`src/hdl/nc_pkg.sv`:
```
package nc_pkg;

	localparam int unsigned ENTRIES_DEF = 32;
	localparam logic [31:0] CACHE_TO_RST = 32'd3600000;
	localparam logic [31:0] FREEZE_TO_RST = 32'd1800000;
	localparam logic [31:0] REPLY_TO_RST = 32'd1000;
	localparam logic [2:0] MAX_ATT_RST = 3'd3;

	typedef enum logic [2:0] {
		ACT_LOOKUP = 3'd0,
		ACT_REQUEST = 3'd1,
		ACT_CHECK = 3'd2,
		ACT_ADD = 3'd3,
		ACT_SERVICE = 3'd4,
		ACT_READ = 3'd5,
		ACT_NOP6 = 3'd6,
		ACT_NOP7 = 3'd7
	} act_t;

	typedef enum logic [1:0] {
		ST_EMPTY = 2'd0,
		ST_WANT = 2'd1,
		ST_SENT = 2'd2,
		ST_VALID = 2'd3
	} est_t;

	typedef enum logic [2:0] {
		S_IDLE,
		S_SCAN,
		S_RD,
		S_WAIT,
		S_EXEC,
		S_OUT
	} bst_t;

	typedef enum logic [1:0] {
		REG_CACHE = 2'd0,
		REG_FREEZE = 2'd1,
		REG_REPLY = 2'd2,
		REG_MAXATT = 2'd3
	} reg_t;

	typedef struct packed {
		act_t        act;
		logic        blank;
		logic        mac_zero;
		logic [63:0] ip_high;
		logic [63:0] ip_low;
		logic [47:0] mac;
		logic [4:0]  idx;
		logic [31:0] now;
		logic        busy;
	} cmd_t;

	typedef struct packed {
		logic        status;
		logic        found;
		logic [47:0] mac_out;
		logic [4:0]  index_out;
		logic [1:0]  state_out;
		logic [31:0] age_out;
		logic        send_request;
		logic [63:0] addr_high_out;
		logic [63:0] addr_low_out;
	} res_t;

endpackage

```
`src/hdl/nc_front.sv`:
```
module nc_front
	import nc_pkg::*;
(
	input  logic         clk,
	input  logic         arst_n,
	input  logic         s_tvalid,
	output logic         s_tready,
	input  logic [223:0] s_tdata,
	output logic         q_valid,
	input  logic         q_ready,
	output cmd_t         q_cmd
);

	// two-entry queue
	cmd_t       buf_q [2];
	logic [1:0] cnt_q;
	logic       wp_q;
	logic       rp_q;
	cmd_t       c;
	logic       push;
	logic       pop;

	always_comb begin
		c.act = act_t'(s_tdata[2:0]);
		c.ip_high = s_tdata[66:3];
		c.ip_low = s_tdata[130:67];
		c.mac = s_tdata[178:131];
		c.idx = s_tdata[183:179];
		c.now = s_tdata[215:184];
		c.busy = s_tdata[216];
		c.blank = (s_tdata[66:59] == 8'd0);
		c.mac_zero = (s_tdata[178:131] == 48'd0);
	end

	assign s_tready = (cnt_q != 2'd2);
	assign push = s_tvalid && s_tready;
	assign q_valid = (cnt_q != 2'd0);
	assign pop = q_valid && q_ready;
	assign q_cmd = buf_q[rp_q];

	always_ff @(posedge clk) begin
		if (push) begin
			buf_q[wp_q] <= c;
		end
	end

	always_ff @(posedge clk or negedge arst_n) begin
		if (!arst_n) begin
			cnt_q <= 2'd0;
			wp_q <= 1'b0;
			rp_q <= 1'b0;
		end else begin
			if (push) begin
				wp_q <= ~wp_q;
			end
			if (pop) begin
				rp_q <= ~rp_q;
			end
			cnt_q <= cnt_q + {1'b0, push} - {1'b0, pop};
		end
	end

`ifndef SYNTHESIS
	a_cnt: assert property (@(posedge clk) disable iff (!arst_n) cnt_q != 2'd3)
		else $error("queue count out of range");
	a_nopush_full: assert property (@(posedge clk) disable iff (!arst_n)
		cnt_q == 2'd2 |-> !push) else $error("push into full queue");
	a_pop_cnt: assert property (@(posedge clk) disable iff (!arst_n)
		(pop && !push) |=> cnt_q == $past(cnt_q) - 2'd1) else $error("pop count");
`endif

endmodule

```
`config.mk`:
```
export PLATFORM = sky130hd
export DESIGN_NAME = nc_front
export DESIGN_NICKNAME = d
export VERILOG_FILES = /design/src/hdl/nc_pkg.sv /design/src/hdl/nc_front.sv
export SDC_FILE = /design/constraint.sdc
export NUM_CORES = 1
export LEC_CHECK = 0
export ABC_CLOCK_PERIOD_IN_PS = 13150
export BUFFER_PORTS_ARGS = -buffer_cell sky130_fd_sc_hd__buf_2
export CELL_PAD_IN_SITES_DETAIL_PLACEMENT = 0
export CELL_PAD_IN_SITES_GLOBAL_PLACEMENT = 1
export CORE_MARGIN = 3
export CORE_UTILIZATION = 44
export DETAILED_ROUTE_END_ITERATION = 8
export PLACE_DENSITY = 0.87
export SYNTH_ARGS = -nofsm -noshare
export SYNTH_HDL_FRONTEND = slang
export SYNTH_SLANG_ARGS = --single-unit
```
`constraint.sdc`:
```
create_clock -name clk -period 13.15 [get_ports clk]
set_input_delay 3.2875 -clock clk [delete_from_list [all_inputs] [get_ports clk]]
set_output_delay 3.2875 -clock clk [all_outputs]
set_load 0.005 [all_outputs]
```
# Word-level counts from Yosys, hierarchy flattened
# Memory sizes are Yosys's and may differ from the RTL's.
# Cells that the tools add are included.
[totals] ff_bits=4 ram_bits=438 input_bits=228 output_inout_bits=221 wordCells=16 memories=1
[classes] addsub=2 n_eq_ne=1 n_mux=2 bitwise=2 reduce_logical=5
[memory_table] memory="buf_q" words=2 width=219 read_ports=1 rd_ports_with_merged_regs=0 wr=1 line_no="nc_front.sv:15" text="cmd_t buf_q [2];"
[ops] cell="zero test 48 bit" count=1
[ops] cell="zero test 8 bit" count=1
[ops] cell="adder 2 x 1 -> 2 bit" count=1
[ops] cell="logical AND 1 bit" count=2
[ops] cell="two-way mux 1 bit" count=2
[ops] cell="inequality test 2 bit (second input constant)" count=1
[ops] cell="NOT 1 bit" count=2
[ops] cell="nonzero test 2 bit" count=1
[ops] cell="subtractor 2 x 1 -> 2 bit" count=1

# Depth between registers and ports, before layout
# Gate-level depths: netlist (run 1).
[logic_depth] ltp_word=4 mapped_depth=7 ltp_nobuf=7

# Worst setup path after synthesis (run 1)
# No wires, ideal clock.
[synth_timing] path_type="in2reg" startpoint="input port s_tvalid" endpoint="memory buf_q[0][0] (netlist name), enable pin" setup_ps=802 arrival_ps=12457 required_ps=12348 path_slack_ps=-109 cell_stages=2 path_buffers=0 cell_sequence="nand2_1 nor2_1"
[synth_between] elab_chain_cells=3
[synth_lines] element="start: declaration" line_no="nc_front.sv:6" text="input logic s_tvalid,"
[synth_lines] element="logical AND 1 bit" line_no="nc_front.sv:36" text="assign push = s_tvalid && s_tready;"
[synth_lines] element="two-way mux 1 bit" line_no="nc_front.sv:42" text="if (push) begin"
[synth_lines] element="two-way mux 1 bit (not written as such)" line_no="nc_front.sv:43" text="buf_q[wp_q] <= c;"
[synth_lines] element="end: declaration" line_no="nc_front.sv:15"
# No other way between the ends.

==> results of run 1 <==
-- layout make-up --
| type | count | area (µm²) | share of cell area, % |
|---|---|---|---|
| Antenna cell | 6 | 15.0 | 0.0744 |
| Clock buffer | 53 | 1160 | 5.73 |
| Clock inverter | 26 | 223 | 1.10 |
| Inverter | 1 | 3.75 | 0.0186 |
| Multi-Input combinational cell | 250 | 2690 | 13.3 |
| Sequential cell | 442 | 13300 | 65.7 |
| Tap cell | 461 | 577 | 2.86 |
| Timing Repair Buffer | 447 | 2260 | 11.2 |
-- kinds of logic (layout without fill, tap and decap cells) --
kind of cell | after synthesis | after routing
simple gates | 25 | 25
buf+inv | 25 | 527
fa+ha+maj | 2 | 2
flops | 442 | 442
xor+xnor | 4 | 4
mux | 219 | 219
other cells | 0 | 6
-- synthesized netlist by cell type --
master / instances / area (µm²)
xor2_1: 1 / 8.76
inv_1: 1 / 3.75
nand2b_1: 1 / 6.26
xnor2_1: 3 / 26.3
buf_2: 2 / 10.0
nor2_1: 2 / 7.51
buf_6: 22 / 248
ha_1: 2 / 25.0
nor3_1: 1 / 5.00
and3_1: 1 / 6.26
nor4_1: 12 / 75.1
mux2_2: 219 / 2470
or4_1: 2 / 15.0
edfxtp_1: 438 / 13200
dfrtp_1: 4 / 100
nand2_1: 1 / 3.75
and2_1: 1 / 6.26
nand4_1: 3 / 18.8
or2_2: 1 / 6.26
-- registers in the layout (all words and copies together), names as in the netlist --
register  flops
buf_q       438
rp_q          1
wp_q          1
cnt_q         2
-- metrics by stage --
stage | hold slack, ns | std cells
2_1_floorplan | 0.479 | 717
3_3_place_gp | 0.497 | 1601
3_5_place_dp | 0.518 | 1601
4_1_cts | 0.534 | 1680
5_1_grt | 0.553 | 1683
6_report | 0.523 | 1686
-- routing by layer --
layer | global-route usage, % | part of all wire [%] | vias to the layer above | wire length (µm)
met5 | 0 | 0.036 | - | 12
met4 | 6.68 | 2.9 | 2 | 988
met3 | 5.60 | 8.9 | 64 | 2990
met2 | 28.9 | 52 | 319 | 17600
met1 | 18.1 | 36 | 4196 | 12000
li1 | - | - | 3834 | -
-- power breakdown --
part | leakage [nW] | internal, mW | switching, mW
Clock | 0.667 | 0.703 | 0.494
Combinational | 2.68 | 0.561 | 0.591
Sequential | 4.11 | 1.93 | 0.0997
Total | 7.47 | 3.19 | 1.18
-- how the worst max path moves through the flow --
stage          startpoint     endpoint  slack [ns]  cells past startpoint
2_1_floorplan    s_tvalid  buf_q[0][0]        3.60                      2
3_3_place_gp         rp_q   q_cmd[211]        7.46                      3
3_5_place_dp         rp_q   q_cmd[211]        7.46                      3
4_1_cts              rp_q   q_cmd[211]        6.85                      3
5_1_grt              rp_q    q_cmd[53]        6.73                      3
6_report             rp_q    q_cmd[12]        6.86                      3
==> flow_metrics.tcl, run 1 <==
set metrics [dict create \
    tns_ns 0 \
    vdd_drop_max_mv 0.149 \
    grt_usage_pct 16.3 \
    place_ws_ns 7.46 \
    postLayoutCoreUtil_pct 56.2 \
    r2r-start "cnt_q[1]" \
    final_layout_size_suffix_gt1_share_pct 59.8 \
    cts-root-buf "clkbuf_16" \
    cp_cell_sequence "buf_12 -> mux2_2 -> buf_2" \
    synthDistinctLibCells 19 \
    synth_adder_area_share_pct 0.155 \
    fp-row-count 69 \
    hold_depth 1 \
    startpoint_type "flip-flop" \
    synth_compound_area_share_pct 0 \
    final_cell_area_mm2 0.0202 \
    synthMuxAreaShare_pct 15.2 \
    cts_resized 0 \
    hold_viol 0 \
    fill_cells 2758 \
    antenna_found_initial 5 \
    postCtsSetupRepairBufs 0 \
    syn_nets 947 \
    grt_pass1_wl_um 49100 \
    powerDensity_mw_per_mm2 217 \
    status "finished clean" \
    drtPass1Iterations 4 \
    timing.slew.headroom_pct 29.0 \
    reg2reg_depth 3 \
    routed_wl_um 33600 \
    grt_start_max_net_pins 161 \
    die_w_um 198 \
    start_util_pct 45.1 \
    clk_latency_ns 0.55 \
    crit_family "flip-flops" \
    routed_via_density 4.99 \
    synth_xor_area_share_pct 0.216 \
    hold_path_startpoint "cnt_q[0]" \
    setup_viol 0 \
    period_needed_ns 6.29 \
    fin_ws_ns 6.86 \
    nNetsFinal 1416 \
    place_area_mm2 0.0188 \
    final_common_cell "buf_2" \
    worstPathArrival_ns 3.01 \
    slowest_delay_ns 0.95 \
    fin_crit_sh_pct 47.9 \
    grt_pass1_vias 8806 \
    cts_tree "yes" \
    fmax_ghz 0.159 \
    die_y_um 198 \
    rsz0062_at_grt "no" \
    vias 8415 \
    cp_slowest_cell "dfrtp_4" \
    cts_made_buffers 44 \
    tightest_slew_ns 1.06 \
    place.gp.congestion 0.747 \
    io_pins 449 \
    final_antenna_net_count 0 \
    syn_area_mm2 0.0162 \
    yosysWarnings 0 \
    layout_common_cells "441 x buf_2, 438 x edfxtp_1, 219 x mux2_2, 45 x clkbuf_16" \
    port_buffers 441 \
    min_to "cnt_q[0]" \
    holdCritPathClass "flip-flop to flip-flop" \
    cts_buffer_depth 3 \
    postCtsHoldBufs 0 \
    clock-sinks 442 \
    path_buf_inv 2 \
    synthToLayoutAreaGrowth_pct 24.7 \
    drc 0 \
    p_total_mw 4.38 \
    crit_required_ns 9.86 \
    cts_htree_levels 2 \
    core_mm2 0.0359 \
    synth_simple_gate_area_share_pct 0.927 \
    skew_ns 0.0137 \
    netlist_instances 717 \
    synth-seq-area-share_pct 81.9 \
    die-area_mm2 0.0391 \
    p_leak_nw 7.47 \
    reg2reg_to "buf_q[1][124]" \
    ff2ff_setup_slack_ns 10.39 \
    wl_per_cell_um 19.9 \
    dp_hpwl_um 22600 \
    report.final.slew_viol_count 0 \
    maxCapViolations 0 \
    grt.overflow.total 0 \
    synth_top_family_by_area "multiplexers" \
    crit_path_end_kind "output pin" \
    path_class "flip-flop to output pin" \
    ys_ff_latch 442 \
    drt_iter0_drc 365 \
    cp_max_fo 160 \
    syn_area_per_cell_um2 22.6 \
    clkTransAtPathRegs_ns 0.06 \
]
Note: power is estimated with default switching activity, not from simulation.
==> inputs of run 2 (changes only) <==
Settings changed: ABC_AREA set to 1, ABC_CLOCK_PERIOD_IN_PS 13150 to 6230, CORE_UTILIZATION 44 to 41.
Clock period 13.15 ns to 6.23 ns, I/O delays scaled along.
==> run 2 against run 1 <==
Register-to-register slack worse by 6.5 ns. Synthesized cell count rose by 71%. Largest cell class unchanged. Largest power group unchanged. Sequential share of layout area fell by 1.1 points. Critical endpoint is now q_cmd[162]. Non-clock buffer count rose by 2. Hold slack better by 0.011 ns.
==> flow_metrics.tcl, run 2 <==
set metrics [dict create \
    status "finished clean" \
    synthToLayoutAreaGrowth_pct 25.8 \
    p_total_mw 9.60 \
    startpoint_type "flip-flop" \
    grt_start_max_net_pins 119 \
    netSwitchingFraction_pct 32.1 \
    reg_top3 "buf_q: 438 flops, cnt_q: 2 flops" \
    crit_required_ns 4.67 \
    layout_common_cells "677 x nand2_1, 441 x buf_2, 438 x edfxtp_1, 49 x clkbuf_16, 26 x nor2_1" \
    port_buffers 441 \
    final_cell_area_mm2 0.0205 \
    cts_buffer_depth 3 \
    wl_per_cell_um 16.7 \
    drc 0 \
    place.gp.congestion 0.767 \
    synth-seq-area-share_pct 81.2 \
    yosysMostFrequentCell "nand2_1" \
    cts_resized 0 \
    cts-root-buf "clkbuf_16" \
    synth.area.top_cells "edfxtp_1 81%, nand2_1 16%, buf_2 1.4%" \
    syn_area_per_cell_um2 13.3 \
    postCtsSetupRepairBufs 0 \
    netlist_instances 1229 \
    cp_max_fo 98 \
    nNetsFinal 1908 \
    syn_nets 1459 \
    clk_latency_ns 0.56 \
    postLayoutCoreUtil_pct 52.6 \
    synth_edf_count 438 \
    tightest_slew_ns 1.06 \
    p_sw_mw 3.08 \
    slowest_delay_ns 0.87 \
    largest_reg_flops 438 \
    routed_via_density 4.65 \
    cp_slowest_cell "buf_4" \
    ys_ff_latch 442 \
    start_util_pct 41.8 \
    maxCapViolations 0 \
    routed_wl_um 37400 \
    cp_cell_sequence "buf_4 -> nand2_1 -> nand2_1 -> buf_2" \
    die_w_um 205 \
    hold_viol 0 \
    drt_iter0_drc 515 \
    syn_area_mm2 0.0163 \
    clkTransAtPathRegs_ns 0.06 \
    synthDistinctLibCells 16 \
    worstPathArrival_ns 2.73 \
    final_common_cell "nand2_1" \
    rsz0062_at_grt "no" \
    fin_crit_sh_pct 68.8 \
    timing.slew.headroom_pct 29.2 \
    final_antenna_net_count 0 \
    report.final.slew_viol_count 0 \
    dp_cells 2148 \
    cts_made_buffers 46 \
    grt_pass1_wl_um 55500 \
    fin_ws_ns 1.95 \
    hold_ws_ns 0.533 \
    die_y_um 205 \
    dp_hpwl_um 24400 \
    fmax_ghz 0.233 \
    p_leak_nw 8.81 \
    netlist.area_leader.share_pct 80.6 \
    path_class "flip-flop to output pin" \
    final_layout_size_suffix_gt1_share_pct 30.4 \
    pwr-share-clk_pct 26.9 \
    postCtsHoldBufs 0 \
    yosysWarnings 0 \
    crit_path_end_kind "output pin" \
    place_area_mm2 0.0191 \
    io_pins 449 \
    grt.overflow.total 0 \
    period_needed_ns 4.28 \
    p_int_mw 6.52 \
    holdCritPathClass "flip-flop to flip-flop" \
    skew_ns 0.0129 \
    cts_tree "yes" \
    combPwrFrac_pct 28.7 \
    grt_usage_pct 17.0 \
    core_mm2 0.0390 \
    fp-row-count 72 \
    yosysTopAreaCell "edfxtp_1" \
    powerDensity_mw_per_mm2 467 \
    cts_htree_levels 2 \
    vias 10401 \
    grt_pass1_vias 10418 \
    largest_register "buf_q" \
    p_seq_share_pct 44.3 \
    stdcell_count 2235 \
    tns_ns 0 \
    synth_top_flop_cell "edfxtp_1" \
    place_ws_ns 2.45 \
    setup_viol 0 \
    clock-sinks 442 \
    critPathMostFrequentCell "nand2_1" \
    synthArstFlopShare_pct 0.905 \
    die-area_mm2 0.0422 \
    vdd_drop_max_mv 0.327 \
    drtPass1Iterations 4 \
    synth_commonest_cells "677 x nand2_1, 438 x edfxtp_1, 47 x buf_2, 28 x nor2_1, 20 x inv_1" \
    antenna_found_initial 7 \
]
[run 2: cell types whose count changed after synthesis, moves of 2 or more]
cell     before  now
and2_1        1    3
buf_2         2   47
buf_6        22    0
inv_1         1   20
mux2_2      219    0
nand2_1       1  677
nand4_1       3    1
nor2_1        2   28
nor4_1       12    2
or4_1         2    0
[run 2: worst paths after layout]
path | startpoint | cells past startpoint | end | slack, ns
worst max-delay path | rp_q | 4 | q_cmd[162] | 1.95
worst min-delay path | cnt_q[0] | 1 | cnt_q[0] | 0.53
worst max register to register | cnt_q[1] | 5 | buf_q[0][99] | 3.94
worst min register to register | cnt_q[0] | 1 | cnt_q[0] | 0.53
max in group asynchronous | arst_n | 1 | rp_q | 5.30
min in group asynchronous | arst_n | 1 | rp_q | 0.80
[run 2: metal layers]
layer | vias to the layer above | track usage, % | part of all wire, %
met4 | 8 | 7.35 | 3.4
met1 | 4911 | 19.4 | 37
met3 | 83 | 5.93 | 9.7
li1 | 5035 | - | -
met5 | - | 0 | 0.15
met2 | 364 | 29.2 | 49
[run 2: power by group through the flow]
| stage | Sequential (mW) | Combinational (mW) | Clock, mW |
|---|---|---|---|
| 3_3_place_gp | 4.28 | 2.79 | 0 |
| 4_1_cts | 4.26 | 2.83 | 2.66 |
| 2_1_floorplan | 4.37 | 1.49 | 0 |
| 3_5_place_dp | 4.32 | 2.82 | 0 |
| 5_1_grt | 4.31 | 3.09 | 2.76 |
| 6_report | 4.25 | 2.76 | 2.59 |
[run 2: logic make-up after synthesis]
kind of cell / Yosys count / synth area share, %
and+or+nand+nor: 712 / 16.5
DFF: 442 / 81.2
buffers and inverters: 69 / 1.95
xor gates and xnor gates: 3 / 0.161
adders and majority gates: 2 / 0.153
AOI/OAI and AO/OA: 1 / 0.0306
[run 2: cell type report]
class	count	area (µm²)
Antenna cell	5	12.5
Clock buffer	52	1240
Clock inverter	30	205
Fill cell	3326	18500
Inverter	21	83.8
Multi-Input combinational cell	718	2760
Sequential cell	442	13300
Tap cell	518	648
Timing Repair Buffer	449	2330
[run 2: critical path: cells and delay by family (launching register included)]
kind / cells / cell delay (ns)
buf+inv: 2 / 1.02
flops: 1 / 0.78
simple gates: 2 / 0.29
